===== src/rtl/psf_pkg.sv =====
// Shared types and constants for the poly-A segment finder.
// Used by psf_cfg, psf_scan, poly_a_segment_finder_core and the testbench. No dependencies.
package psf_pkg;

    localparam int POS_BITS_DEF    = 16;
    localparam int WEIGHT_BITS_DEF = 8;
    localparam int MAX_MIN_LEN_DEF = 64;

    localparam int BASE_W      = 3;
    localparam int SEG_W       = 16;
    localparam int MTM_W       = 16;
    localparam int MINLEN_W    = 7;
    localparam int WREG_W      = 64;
    localparam int CFG_IDX_W   = 8;
    localparam int IN_TDATA_W  = 8;
    localparam int OUT_TDATA_W = 40;

    typedef enum logic [CFG_IDX_W-1:0] {
        REG_MAX_TERM_MODS  = 8'd0,
        REG_MIN_TAIL_LEN   = 8'd1,
        REG_TAIL_WEIGHTS   = 8'd2,
        REG_PREFIX_WEIGHTS = 8'd3
    } t_cfg_idx;

    typedef struct packed {
        logic [MTM_W-1:0]    max_term_mods;
        logic [MINLEN_W-1:0] min_tail_len;
        logic [WREG_W-1:0]   tail_weights;
        logic [WREG_W-1:0]   prefix_weights;
    } t_cfg;

    // packed with found in the lowest bit
    typedef struct packed {
        logic             overflow;
        logic [SEG_W-1:0] seg_end;
        logic [SEG_W-1:0] seg_start;
        logic             found;
    } t_result;

    localparam int RESULT_W = $bits(t_result);

endpackage


===== src/rtl/psf_ram.sv =====
// Generic single-write, single-read RAM with registered read data.
// No dependencies. Read during a write to the same address returns the old data.
module psf_ram #(
    parameter int WIDTH = 26,
    parameter int DEPTH = 64
) (
    input  logic                                 i_clk,
    input  logic                                 i_wr_en,
    input  logic [(DEPTH > 1 ? $clog2(DEPTH) : 1)-1:0] i_wr_addr,
    input  logic [WIDTH-1:0]                     i_wr_data,
    input  logic                                 i_rd_en,
    input  logic [(DEPTH > 1 ? $clog2(DEPTH) : 1)-1:0] i_rd_addr,
    output logic [WIDTH-1:0]                     o_rd_data
);

    logic [WIDTH-1:0] r_mem [DEPTH];
    logic [WIDTH-1:0] r_rd_data;

    always_ff @(posedge i_clk) begin
        if (i_wr_en) begin
            r_mem[i_wr_addr] <= i_wr_data;
        end
        if (i_rd_en) begin
            r_rd_data <= r_mem[i_rd_addr];
        end
    end

    assign o_rd_data = r_rd_data;

endmodule


===== src/rtl/psf_cfg.sv =====
// Configuration register file of the poly-A segment finder.
// Depends on psf_pkg (t_cfg, register index codes).
module psf_cfg (
    input  logic                      i_clk,
    input  logic                      i_rst_n,
    input  logic                      i_wr_en,
    input  logic [psf_pkg::CFG_IDX_W-1:0] i_index,
    input  logic [psf_pkg::WREG_W-1:0]    i_data,
    output psf_pkg::t_cfg             o_cfg
);

    import psf_pkg::*;

    t_cfg r_cfg;
    t_cfg n_cfg;

    always_comb begin
        n_cfg = r_cfg;
        if (i_wr_en) begin
            case (i_index)
                REG_MAX_TERM_MODS:  n_cfg.max_term_mods  = i_data[MTM_W-1:0];
                REG_MIN_TAIL_LEN:   n_cfg.min_tail_len   = i_data[MINLEN_W-1:0];
                REG_TAIL_WEIGHTS:   n_cfg.tail_weights   = i_data;
                REG_PREFIX_WEIGHTS: n_cfg.prefix_weights = i_data;
                default:            n_cfg = r_cfg;  // unknown index: dropped
            endcase
        end
    end

    always_ff @(posedge i_clk) begin
        if (!i_rst_n) begin
            r_cfg.max_term_mods  <= '0;
            r_cfg.min_tail_len   <= MINLEN_W'(1);
            r_cfg.tail_weights   <= '0;
            r_cfg.prefix_weights <= '0;
        end else begin
            r_cfg <= n_cfg;
        end
    end

    assign o_cfg = r_cfg;

endmodule


===== src/rtl/psf_scan.sv =====
// Per-base scoring stage: running sums, best start offset and best segment.
// Depends on psf_pkg (t_cfg, t_result). Delay line lives in the top level.
module psf_scan #(
    parameter int POS_BITS    = psf_pkg::POS_BITS_DEF,
    parameter int WEIGHT_BITS = psf_pkg::WEIGHT_BITS_DEF,
    parameter int MAX_MIN_LEN = psf_pkg::MAX_MIN_LEN_DEF
) (
    input  logic                                  i_clk,
    input  logic                                  i_rst_n,
    input  psf_pkg::t_cfg                         i_cfg,
    input  logic [$clog2(MAX_MIN_LEN+1)-1:0]      i_len,
    input  logic                                  i_go,
    input  logic [psf_pkg::BASE_W-1:0]            i_base,
    input  logic                                  i_last,
    input  logic [POS_BITS:0]                     i_pos,
    input  logic [WEIGHT_BITS+POS_BITS+1:0]       i_dly_off,
    output logic                                  o_wr_en,
    output logic [WEIGHT_BITS+POS_BITS+1:0]       o_wr_off,
    output psf_pkg::t_result                      o_result
);

    import psf_pkg::*;

    localparam int SUM_W = WEIGHT_BITS + POS_BITS + 1;
    localparam int OFF_W = SUM_W + 1;
    localparam int PW    = POS_BITS + 1;
    localparam int LEN_W = $clog2(MAX_MIN_LEN + 1);
    localparam int PADW  = WREG_W + 8 * WEIGHT_BITS;
    localparam logic [PW-1:0] POS_LIMIT = {1'b0, {POS_BITS{1'b1}}};

    logic signed [SUM_W-1:0]  r_prefix, n_prefix;
    logic signed [SUM_W-1:0]  r_tail, n_tail;
    logic                     r_off_valid, n_off_valid;
    logic signed [OFF_W-1:0]  r_best_off, n_best_off;
    logic [POS_BITS-1:0]      r_best_off_start, n_best_off_start;
    logic                     r_score_valid, n_score_valid;
    logic signed [OFF_W-1:0]  r_top_score, n_top_score;
    logic [POS_BITS-1:0]      r_span_start, n_span_start;
    logic [POS_BITS-1:0]      r_span_end, n_span_end;

    logic [PADW-1:0]          w_tpad, w_ppad;
    logic [WEIGHT_BITS-1:0]   w_tlane, w_plane;
    logic [SUM_W-1:0]         w_tw, w_pw;
    logic                     w_act;
    logic signed [OFF_W-1:0]  w_off_cur;
    logic [PW-1:0]            w_jp1;
    logic                     w_start_ok;
    logic [POS_BITS-1:0]      w_i;
    logic signed [OFF_W-1:0]  w_o;
    logic                     w_take_off;
    logic signed [OFF_W-1:0]  w_score;
    logic                     w_take_score;
    logic                     w_ovf;
    logic                     w_found;

    // lanes past bit 63 read as zero through the padding
    assign w_tpad  = {{(8 * WEIGHT_BITS){1'b0}}, i_cfg.tail_weights};
    assign w_ppad  = {{(8 * WEIGHT_BITS){1'b0}}, i_cfg.prefix_weights};
    assign w_tlane = w_tpad[i_base * WEIGHT_BITS +: WEIGHT_BITS];
    assign w_plane = w_ppad[i_base * WEIGHT_BITS +: WEIGHT_BITS];
    assign w_tw    = {{(SUM_W - WEIGHT_BITS){w_tlane[WEIGHT_BITS-1]}}, w_tlane};
    assign w_pw    = {{(SUM_W - WEIGHT_BITS){w_plane[WEIGHT_BITS-1]}}, w_plane};

    assign w_act     = (i_pos < POS_LIMIT);
    assign w_off_cur = {r_prefix[SUM_W-1], r_prefix} - {r_tail[SUM_W-1], r_tail};
    assign w_jp1     = i_pos + PW'(1);
    assign w_start_ok = (32'(w_jp1) >= 32'(i_len)) &&
                        ((32'(w_jp1) - 32'(i_len)) < 32'(i_cfg.max_term_mods));
    assign w_i       = POS_BITS'(w_jp1 - PW'(i_len));
    // shortest length of one: the start is this base, not yet in the delay line
    assign w_o       = (i_len == LEN_W'(1)) ? w_off_cur : i_dly_off;
    assign w_take_off = w_start_ok && (!r_off_valid || (w_o > r_best_off));

    always_comb begin
        n_prefix         = r_prefix;
        n_tail           = r_tail;
        n_off_valid      = r_off_valid;
        n_best_off       = r_best_off;
        n_best_off_start = r_best_off_start;
        if (w_act) begin
            n_prefix = r_prefix + w_pw;
            n_tail   = r_tail + w_tw;
            if (w_take_off) begin
                n_off_valid      = 1'b1;
                n_best_off       = w_o;
                n_best_off_start = w_i;
            end
        end
    end

    assign w_score = n_best_off + {n_tail[SUM_W-1], n_tail};
    assign w_take_score = w_act && n_off_valid &&
                          (!r_score_valid || (w_score > r_top_score) ||
                           ((w_score == r_top_score) && (n_best_off_start < r_span_start)));

    always_comb begin
        n_score_valid = r_score_valid;
        n_top_score   = r_top_score;
        n_span_start  = r_span_start;
        n_span_end    = r_span_end;
        if (w_take_score) begin
            n_score_valid = 1'b1;
            n_top_score   = w_score;
            n_span_start  = n_best_off_start;
            n_span_end    = POS_BITS'(w_jp1);
        end
    end

    always_ff @(posedge i_clk) begin
        if (!i_rst_n) begin
            r_prefix      <= '0;
            r_tail        <= '0;
            r_off_valid   <= 1'b0;
            r_score_valid <= 1'b0;
        end else if (i_go) begin
            if (i_last) begin
                r_prefix      <= '0;
                r_tail        <= '0;
                r_off_valid   <= 1'b0;
                r_score_valid <= 1'b0;
            end else begin
                r_prefix      <= n_prefix;
                r_tail        <= n_tail;
                r_off_valid   <= n_off_valid;
                r_score_valid <= n_score_valid;
            end
        end
    end

    always_ff @(posedge i_clk) begin
        if (i_go) begin
            r_best_off       <= n_best_off;
            r_best_off_start <= n_best_off_start;
            r_top_score      <= n_top_score;
            r_span_start     <= n_span_start;
            r_span_end       <= n_span_end;
        end
    end

    // after the base, the count is past the limit iff it was at or past it before
    assign w_ovf   = (i_pos >= POS_LIMIT);
    assign w_found = !w_ovf && n_score_valid && (n_top_score > OFF_W'(0));

    assign o_wr_en             = i_go && w_act;
    assign o_wr_off            = w_off_cur;
    assign o_result.overflow   = w_ovf;
    assign o_result.found      = w_found;
    assign o_result.seg_start  = w_found ? SEG_W'(n_span_start) : '0;
    assign o_result.seg_end    = w_found ? SEG_W'(n_span_end) : '0;

`ifndef SYNTH
    a_score_needs_offset: assert property (@(posedge i_clk) disable iff (!i_rst_n)
        r_score_valid |-> r_off_valid)
        else $error("segment held without a start offset");

    a_span_order: assert property (@(posedge i_clk) disable iff (!i_rst_n)
        r_score_valid |-> (r_span_end > r_span_start))
        else $error("held segment end not past its start");

    a_found_not_ovf: assert property (@(posedge i_clk) disable iff (!i_rst_n)
        (i_go && i_last) |-> !(o_result.found && o_result.overflow))
        else $error("result marked both found and overflow");
`endif

endmodule


===== src/rtl/poly_a_segment_finder_core.sv =====
// Poly-A segment finder: takes one base per beat and returns one result beat per read.
// A base enters the input register on acceptance and is scored from there; the delay
// line of start offsets is one psf_ram with its read issued at acceptance. A new base
// is accepted every cycle unless the input register holds a read's last base while
// a finished result is not taken; the result is registered when the last base is
// scored. Segment starts are limited by max_terminal_mods, lengths by min_tail_length
// (zero counts as one, saturated at MAX_MIN_LEN). Reads longer than 2^POS_BITS-1 bases
// report overflow. The user must write configuration only while no read is open;
// the block does not enforce it. Depends on psf_pkg, psf_cfg, psf_ram, psf_scan.
module poly_a_segment_finder_core #(
    parameter int POS_BITS    = psf_pkg::POS_BITS_DEF,
    parameter int WEIGHT_BITS = psf_pkg::WEIGHT_BITS_DEF,
    parameter int MAX_MIN_LEN = psf_pkg::MAX_MIN_LEN_DEF
) (
    input  logic                                i_clk,
    input  logic                                i_rst_n,
    // config write channel
    input  logic                                i_cfg_valid,
    output logic                                o_cfg_ready,
    input  logic [psf_pkg::CFG_IDX_W-1:0]       i_cfg_index,
    input  logic [psf_pkg::WREG_W-1:0]          i_cfg_data,
    // base stream
    input  logic                                s_axis_tvalid,
    output logic                                s_axis_tready,
    input  logic [psf_pkg::IN_TDATA_W-1:0]      s_axis_tdata,  // [2:0] base, [7:3] zero
    input  logic                                s_axis_tlast,  // last base of the read
    // result stream
    output logic                                m_axis_tvalid,
    input  logic                                m_axis_tready,
    // [0] found, [16:1] seg_start, [32:17] seg_end, [33] overflow, [39:34] zero
    output logic [psf_pkg::OUT_TDATA_W-1:0]     m_axis_tdata
);

    import psf_pkg::*;

    localparam int SUM_W = WEIGHT_BITS + POS_BITS + 1;
    localparam int OFF_W = SUM_W + 1;
    localparam int PW    = POS_BITS + 1;
    localparam int LEN_W = $clog2(MAX_MIN_LEN + 1);
    localparam int AW    = (MAX_MIN_LEN > 1) ? $clog2(MAX_MIN_LEN) : 1;
    localparam int RAW_W = $clog2(2 * MAX_MIN_LEN + 1);
    localparam logic [PW-1:0] POS_LIMIT = {1'b0, {POS_BITS{1'b1}}};

    t_cfg               w_cfg;
    logic [LEN_W-1:0]   w_len;
    logic               w_go;
    logic               w_acc;
    logic [RAW_W-1:0]   w_ra_sum;
    logic [AW-1:0]      w_ra;
    logic               w_wr_en;
    logic [OFF_W-1:0]   w_wr_off;
    logic [OFF_W-1:0]   w_ram_q;
    logic [OFF_W-1:0]   w_dly_off;
    t_result            w_result;

    logic [PW-1:0]      r_fpos, n_fpos;
    logic [AW-1:0]      r_fwp, n_fwp;
    logic               r_s1_valid;
    logic [BASE_W-1:0]  r_s1_base;
    logic               r_s1_last;
    logic [PW-1:0]      r_s1_pos;
    logic [AW-1:0]      r_s1_wp;
    logic               r_byp_hit;
    logic [OFF_W-1:0]   r_byp_off;
    logic               r_out_valid;
    t_result            r_out;

    assign o_cfg_ready = 1'b1;

    psf_cfg u_cfg (
        .i_clk   (i_clk),
        .i_rst_n (i_rst_n),
        .i_wr_en (i_cfg_valid && o_cfg_ready),
        .i_index (i_cfg_index),
        .i_data  (i_cfg_data),
        .o_cfg   (w_cfg)
    );

    always_comb begin
        if (w_cfg.min_tail_len == '0) begin
            w_len = LEN_W'(1);
        end else if (32'(w_cfg.min_tail_len) > 32'(MAX_MIN_LEN)) begin
            w_len = LEN_W'(MAX_MIN_LEN);
        end else begin
            w_len = LEN_W'(w_cfg.min_tail_len);
        end
    end

    // stage advances unless it holds a last base and the result register is blocked
    assign w_go  = r_s1_valid && !(r_s1_last && r_out_valid && !m_axis_tready);
    assign s_axis_tready = !r_s1_valid || w_go;
    assign w_acc = s_axis_tvalid && s_axis_tready;

    // start slot for this base: (pos + 1 - len) mod depth, pos taken mod depth
    assign w_ra_sum = RAW_W'(r_fwp) + RAW_W'(MAX_MIN_LEN + 1) - RAW_W'(w_len);
    assign w_ra     = (w_ra_sum >= RAW_W'(MAX_MIN_LEN)) ?
                      AW'(w_ra_sum - RAW_W'(MAX_MIN_LEN)) : AW'(w_ra_sum);

    always_comb begin
        n_fpos = r_fpos;
        n_fwp  = r_fwp;
        if (w_acc) begin
            if (s_axis_tlast) begin
                n_fpos = '0;
                n_fwp  = '0;
            end else begin
                if (r_fpos <= POS_LIMIT) begin
                    n_fpos = r_fpos + PW'(1);
                end
                n_fwp = (r_fwp == AW'(MAX_MIN_LEN - 1)) ? '0 : r_fwp + AW'(1);
            end
        end
    end

    always_ff @(posedge i_clk) begin
        if (!i_rst_n) begin
            r_fpos      <= '0;
            r_fwp       <= '0;
            r_s1_valid  <= 1'b0;
            r_out_valid <= 1'b0;
        end else begin
            r_fpos <= n_fpos;
            r_fwp  <= n_fwp;
            if (w_acc) begin
                r_s1_valid <= 1'b1;
            end else if (w_go) begin
                r_s1_valid <= 1'b0;
            end
            if (w_go && r_s1_last) begin
                r_out_valid <= 1'b1;
            end else if (m_axis_tready) begin
                r_out_valid <= 1'b0;
            end
        end
    end

    always_ff @(posedge i_clk) begin
        if (w_acc) begin
            r_s1_base <= s_axis_tdata[BASE_W-1:0];
            r_s1_last <= s_axis_tlast;
            r_s1_pos  <= r_fpos;
            r_s1_wp   <= r_fwp;
            // the stage ahead writes this cycle; RAM would return the old entry
            r_byp_hit <= w_wr_en && (r_s1_wp == w_ra);
            r_byp_off <= w_wr_off;
        end
        if (w_go && r_s1_last) begin
            r_out <= w_result;
        end
    end

    psf_ram #(
        .WIDTH (OFF_W),
        .DEPTH (MAX_MIN_LEN)
    ) u_dly (
        .i_clk     (i_clk),
        .i_wr_en   (w_wr_en),
        .i_wr_addr (r_s1_wp),
        .i_wr_data (w_wr_off),
        .i_rd_en   (w_acc),
        .i_rd_addr (w_ra),
        .o_rd_data (w_ram_q)
    );

    assign w_dly_off = r_byp_hit ? r_byp_off : w_ram_q;

    psf_scan #(
        .POS_BITS    (POS_BITS),
        .WEIGHT_BITS (WEIGHT_BITS),
        .MAX_MIN_LEN (MAX_MIN_LEN)
    ) u_scan (
        .i_clk     (i_clk),
        .i_rst_n   (i_rst_n),
        .i_cfg     (w_cfg),
        .i_len     (w_len),
        .i_go      (w_go),
        .i_base    (r_s1_base),
        .i_last    (r_s1_last),
        .i_pos     (r_s1_pos),
        .i_dly_off (w_dly_off),
        .o_wr_en   (w_wr_en),
        .o_wr_off  (w_wr_off),
        .o_result  (w_result)
    );

    assign m_axis_tvalid = r_out_valid;
    assign m_axis_tdata  = {{(OUT_TDATA_W - RESULT_W){1'b0}}, r_out};

`ifndef SYNTH
    a_hold_on_blocked_result: assert property (@(posedge i_clk) disable iff (!i_rst_n)
        (r_s1_valid && r_s1_last && r_out_valid && !m_axis_tready) |-> !s_axis_tready)
        else $error("base accepted while finished read is blocked");

    a_count_restarts: assert property (@(posedge i_clk) disable iff (!i_rst_n)
        (w_acc && s_axis_tlast) |=> (r_fpos == '0))
        else $error("base count not cleared after last beat");

    a_write_slot: assert property (@(posedge i_clk) disable iff (!i_rst_n)
        (r_s1_valid && (r_s1_pos == '0)) |-> (r_s1_wp == '0))
        else $error("delay slot out of step with base count");
`endif

endmodule


===== config.mk =====
export PLATFORM = sky130hd
export DESIGN_NAME = poly_a_segment_finder_core
export DESIGN_NICKNAME = d
export VERILOG_FILES = /design/src/rtl/psf_pkg.sv /design/src/rtl/psf_ram.sv /design/src/rtl/psf_cfg.sv /design/src/rtl/psf_scan.sv /design/src/rtl/poly_a_segment_finder_core.sv
export SDC_FILE = /design/constraint.sdc
export NUM_CORES = 2
export LEC_CHECK = 0
export BUFFER_PORTS_ARGS = -buffer_cell sky130_fd_sc_hd__buf_4
export CORE_MARGIN = 2
export CORE_UTILIZATION = 50
export CTS_CLUSTER_SIZE = 28
export DETAILED_ROUTE_END_ITERATION = 12
export GPL_ROUTABILITY_DRIVEN = 0
export PLACE_DENSITY_LB_ADDON = 0.3
export SLEW_MARGIN = 20
export SYNTH_ARGS = -nofsm -noshare
export SYNTH_HDL_FRONTEND = slang
export SYNTH_SLANG_ARGS = --single-unit

===== constraint.sdc =====
create_clock -name i_clk -period 11.2 [get_ports i_clk]
set_clock_uncertainty 0.2 [all_clocks]
set_input_delay 0.56 -clock i_clk [delete_from_list [all_inputs] [get_ports i_clk]]
set_output_delay 0.56 -clock i_clk [all_outputs]
set_load 0.03 [all_outputs]

==> impl_metrics.py <==
metrics = {
    "outcome": {
        "status": "complete, no violations",
    },
    "detailed_routing": {
        "detail_route.first_pass.iterations": 7,
        "vias": 49000,
        "drtAntennaViolNets": 0,
        "drt-initial-drc-count": 5136,
        "detail_route.drc_violations": 0,
        "drt_wl_total_um": 221000,
        "wire_per_inst_um": 27.5,
        "viasPerCell": 6.09,
    },
    "synth": {
        "netlist_top_cells_area": "edfxtp_1 (63%), mux4_2 (14%), dfxtp_1 (5.1%)",
        "synth_top_cell_by_area": "edfxtp_1",
        "synth_commonest_cells": "edfxtp_1 (1,878), mux4_2 (552), nand2_1 (398), dfxtp_1 (228), ha_1 (201)",
        "synth_seq_area_share_pct": 67.8,
        "post_synth_inst_count": 5209,
        "synth.distinct_cells": 86,
        "synth_top_flop_cell": "edfxtp_1",
        "post-synth-top-count-cell": "edfxtp_1",
        "yosys_warnings": 0,
        "synthDominantCellAreaShare_pct": 62.8,
        "mean_post_synth_cell_area_sq_um": 17.3,
        "synth_enable_flop_cells": 1878,
        "synthesis.area_sq_um": 89900,
        "synthArstFlopShare_pct": 0,
        "postSynthRegisterBits": 2106,
    },
    "sta": {
        "tightest_slew_ps": 1150,
        "drv_slew": 0,
        "layout_worst_path_cycle_share_pct": 95.1,
        "max_slew_margin_pct": 23.2,
        "smallest_hold_slack_ps": 98.0,
        "post-route-worst-setup-slack_ps": 546,
        "fmax_ghz": 0.0939,
        "hold_viol": 0,
        "finalSetupViolations": 0,
        "final.min_clock_period_ps": 10650,
    },
    "setup_path": {
        "launch_point_of_the_worst_reg_to_reg_path": "u_scan.r_tail[0]",
        "worst-path-max-fanout": 12,
        "ff2ff_setup_slack_ps": 550,
        "cp-end-kind": "flop",
        "worst-endpoint-required_ps": 11540,
        "critical_path.startpoint": "u_scan.r_tail[0]",
        "data_arrival_time_at_the_worst_slack_endpoint_ps": 10990,
        "crit_top_cell": "ha_1",
        "master_of_the_slowest_instance_on_the_critical_path": "or4_1",
        "timing.critical_path.from_type": "flop",
        "reg2reg_depth": 44,
        "timing_worst_setup_path_type": "reg2reg",
        "critical_path.reg2reg.endpoint": "m_axis_tdata[9]",
        "timing.critical_path.slowest_cell_delay_ps": 570,
    },
    "global_route": {
        "first_global_vias": 48800,
        "antenna_violations_before_repair": 1,
        "grt_first_pass_wirelength_um": 323000,
        "grt_max_degree": 137,
        "grt.overflow.total": 0,
        "grt_use_total_pct": 23.8,
    },
    "floorplan": {
        "rows": 155,
        "initial_utilization_pct": 50.4,
        "io_pins": 129,
        "die_h_um": 428,
        "fp.dieW_um": 428,
        "design.die.area_sq_um": 183000,
        "design.core.area_sq_um": 178000,
    },
    "clock_tree": {
        "clkLatencyLatePin_ps": 840,
        "tritoncts.num_buffers": 205,
        "clk_transition_reported_paths_ps": 60,
        "cts_num_sinks": 2106,
        "clock_tree.buffer_depth": 3,
        "htree_num_levels": 4,
        "tritoncts": "built",
        "cts-root-buf": "clkbuf_16",
    },
    "hold_path": {
        "min-delay-start": "i_cfg_index[1]",
        "holdPathEnd": "u_cfg.o_cfg[128]",
        "hold-path-cell-count": 4,
        "hold_class": "in2reg",
    },
    "final_layout": {
        "post_route_cells_drive_above_1_share_pct": 24.2,
        "num-nets-final": 5811,
        "post-route-cell-area_sq_um": 103000,
        "flow.area_growth_from_synthesis_pct": 14.6,
    },
    "placement": {
        "numPortBuffers": 116,
        "detailedPlace.worstSlack_ps": -265,
        "placement.cell_area_sq_um": 94900,
        "dp_hpwl_um": 129000,
    },
    "pwr": {
        "leakage_uw": 0.0359,
        "powerDensity_nw_per_um2": 155,
        "ir_drop_worst_vdd_mv": 0.137,
    },
    "run": {
        "max_cap_violations": 0,
    },
}
==> placed cells by master (no fill, tap or decap), drive strengths merged, types with 111 or more instances in the layout <==
| cell | count |
|---|---|
| a21boi | 161 |
| nor2 | 182 |
| dfxtp | 228 |
| nor2b | 111 |
| inv | 175 |
| ha | 201 |
| nand2 | 400 |
| edfxtp | 1878 |
| buf | 274 |
| a21oi | 153 |
| mux4 | 552 |
| clkbuf | 254 |
==> area by class of cell <==
class                           instances  area, sq um
Fill cell                           13100        75400
Tap cell                             2355         2950
Multi-Input combinational cell       2691        28200
Timing Repair Buffer                  347         3620
Clock buffer                          253         5430
Antenna cell                            4         10.0
Inverter                              167          632
Clock inverter                        127         1170
Sequential cell                      2106        61000
==> report_power, final <==
part / leakage, uW / total, uW / internal (uW) / switching, uW
logic: 0.0115 / 580 / 249 / 330
clock network: 0.00323 / 6810 / 3820 / 2990
registers: 0.0212 / 8530 / 8500 / 29.0
total: 0.0359 / 15900 / 12600 / 3350
==> cell families (layout without fill, tap and decap cells) <==
kind of cell / after synthesis / after routing / synth area share, %
XOR/XNOR: 126 / 126 / 1.23
flip-flops: 2106 / 2106 / 67.8
buffers and inverters: 419 / 894 / 1.89
AO/OA/AOI/OAI: 680 / 680 / 5.12
adder cells (fa/ha/maj): 207 / 207 / 2.93
other: 2 / 11 / 0.00836
AND/OR/NAND/NOR: 937 / 939 / 4.84
multiplexers: 732 / 732 / 16.1
==> state kept, by name, indices dropped and copies added (netlist names), 3 cells and up <==
name,flops
u_dly.o_rd_data,26
u_scan.r_tail,25
u_scan.r_span_start,16
u_scan.r_span_end,16
u_scan.r_top_score,26
m_axis_tdata,34
u_cfg.o_cfg,151
r_byp_off,26
r_s1_wp,6
u_scan.r_best_off,26
r_s1_pos,17
u_scan.r_best_off_start,16
r_fwp,6
u_dly.r_mem,1664
r_s1_base,3
u_scan.r_prefix,25
r_fpos,17
==> layer usage <==
layer / track usage, % / vias to the layer above / part of all wire [%]
met5: 0 / - / 0
met4: 7.46 / 0 / 3.2
met3: 3.93 / 356 / 6.8
met2: 39.6 / 1897 / 50
met1: 32.4 / 25500 / 40
li1: - / 21300 / -
==> what timing repair did <==
action / CTS / global route
hold buffers: 72 / 0
pin swaps: 0 / 6
endpoints found under the hold margin: 167 / 0
gates resized for setup: 4 / 18
buffers inserted: 0 / 8
cloned: 0 / 3
setup endpoints to repair: 82 / 91
==> how the worst max path moves through the flow <==
| stage | endpoint | slack, ps | cells past startpoint |
|---|---|---|---|
| 4_1_cts | m_axis_tdata[9] | 20 | 44 |
| 3_3_place_gp | m_axis_tdata[30] | -120 | 44 |
| 3_5_place_dp | m_axis_tdata[4] | -260 | 44 |
| 6_report | m_axis_tdata[9] | 550 | 44 |
| 5_1_grt | m_axis_tdata[30] | -50 | 45 |
| 2_1_floorplan | u_scan.r_top_score[10] | 60 | 45 |
==> per-stage QoR <==
| stage | power (uW) | cells | utilization, % | TNS [ps] |
|---|---|---|---|---|
| 6_report | 15900 | 8050 | 57.7 | 0 |
| 5_1_grt | 16300 | 8047 | 57.7 | -432 |
| 4_1_cts | 16000 | 8014 | 57.3 | 0 |
| 3_5_place_dp | 9240 | 7562 | 53.2 | -11060 |
| 3_3_place_gp | 9230 | 7546 | 53.0 | -3500 |
| 2_1_floorplan | 9070 | 5214 | - | 0 |
==> worst max-delay path: cells and delay by family (launching register included) <==
| family | cells | cell delay [ps] |
|---|---|---|
| compound gates | 20 | 4690 |
| simple gates | 9 | 1900 |
| fa+ha+maj | 5 | 1520 |
| buf+inv | 6 | 760 |
| mux | 2 | 650 |
| flops | 1 | 380 |
| xor+xnor | 2 | 270 |
No activity file was read; power rests on OpenSTA's default activity.
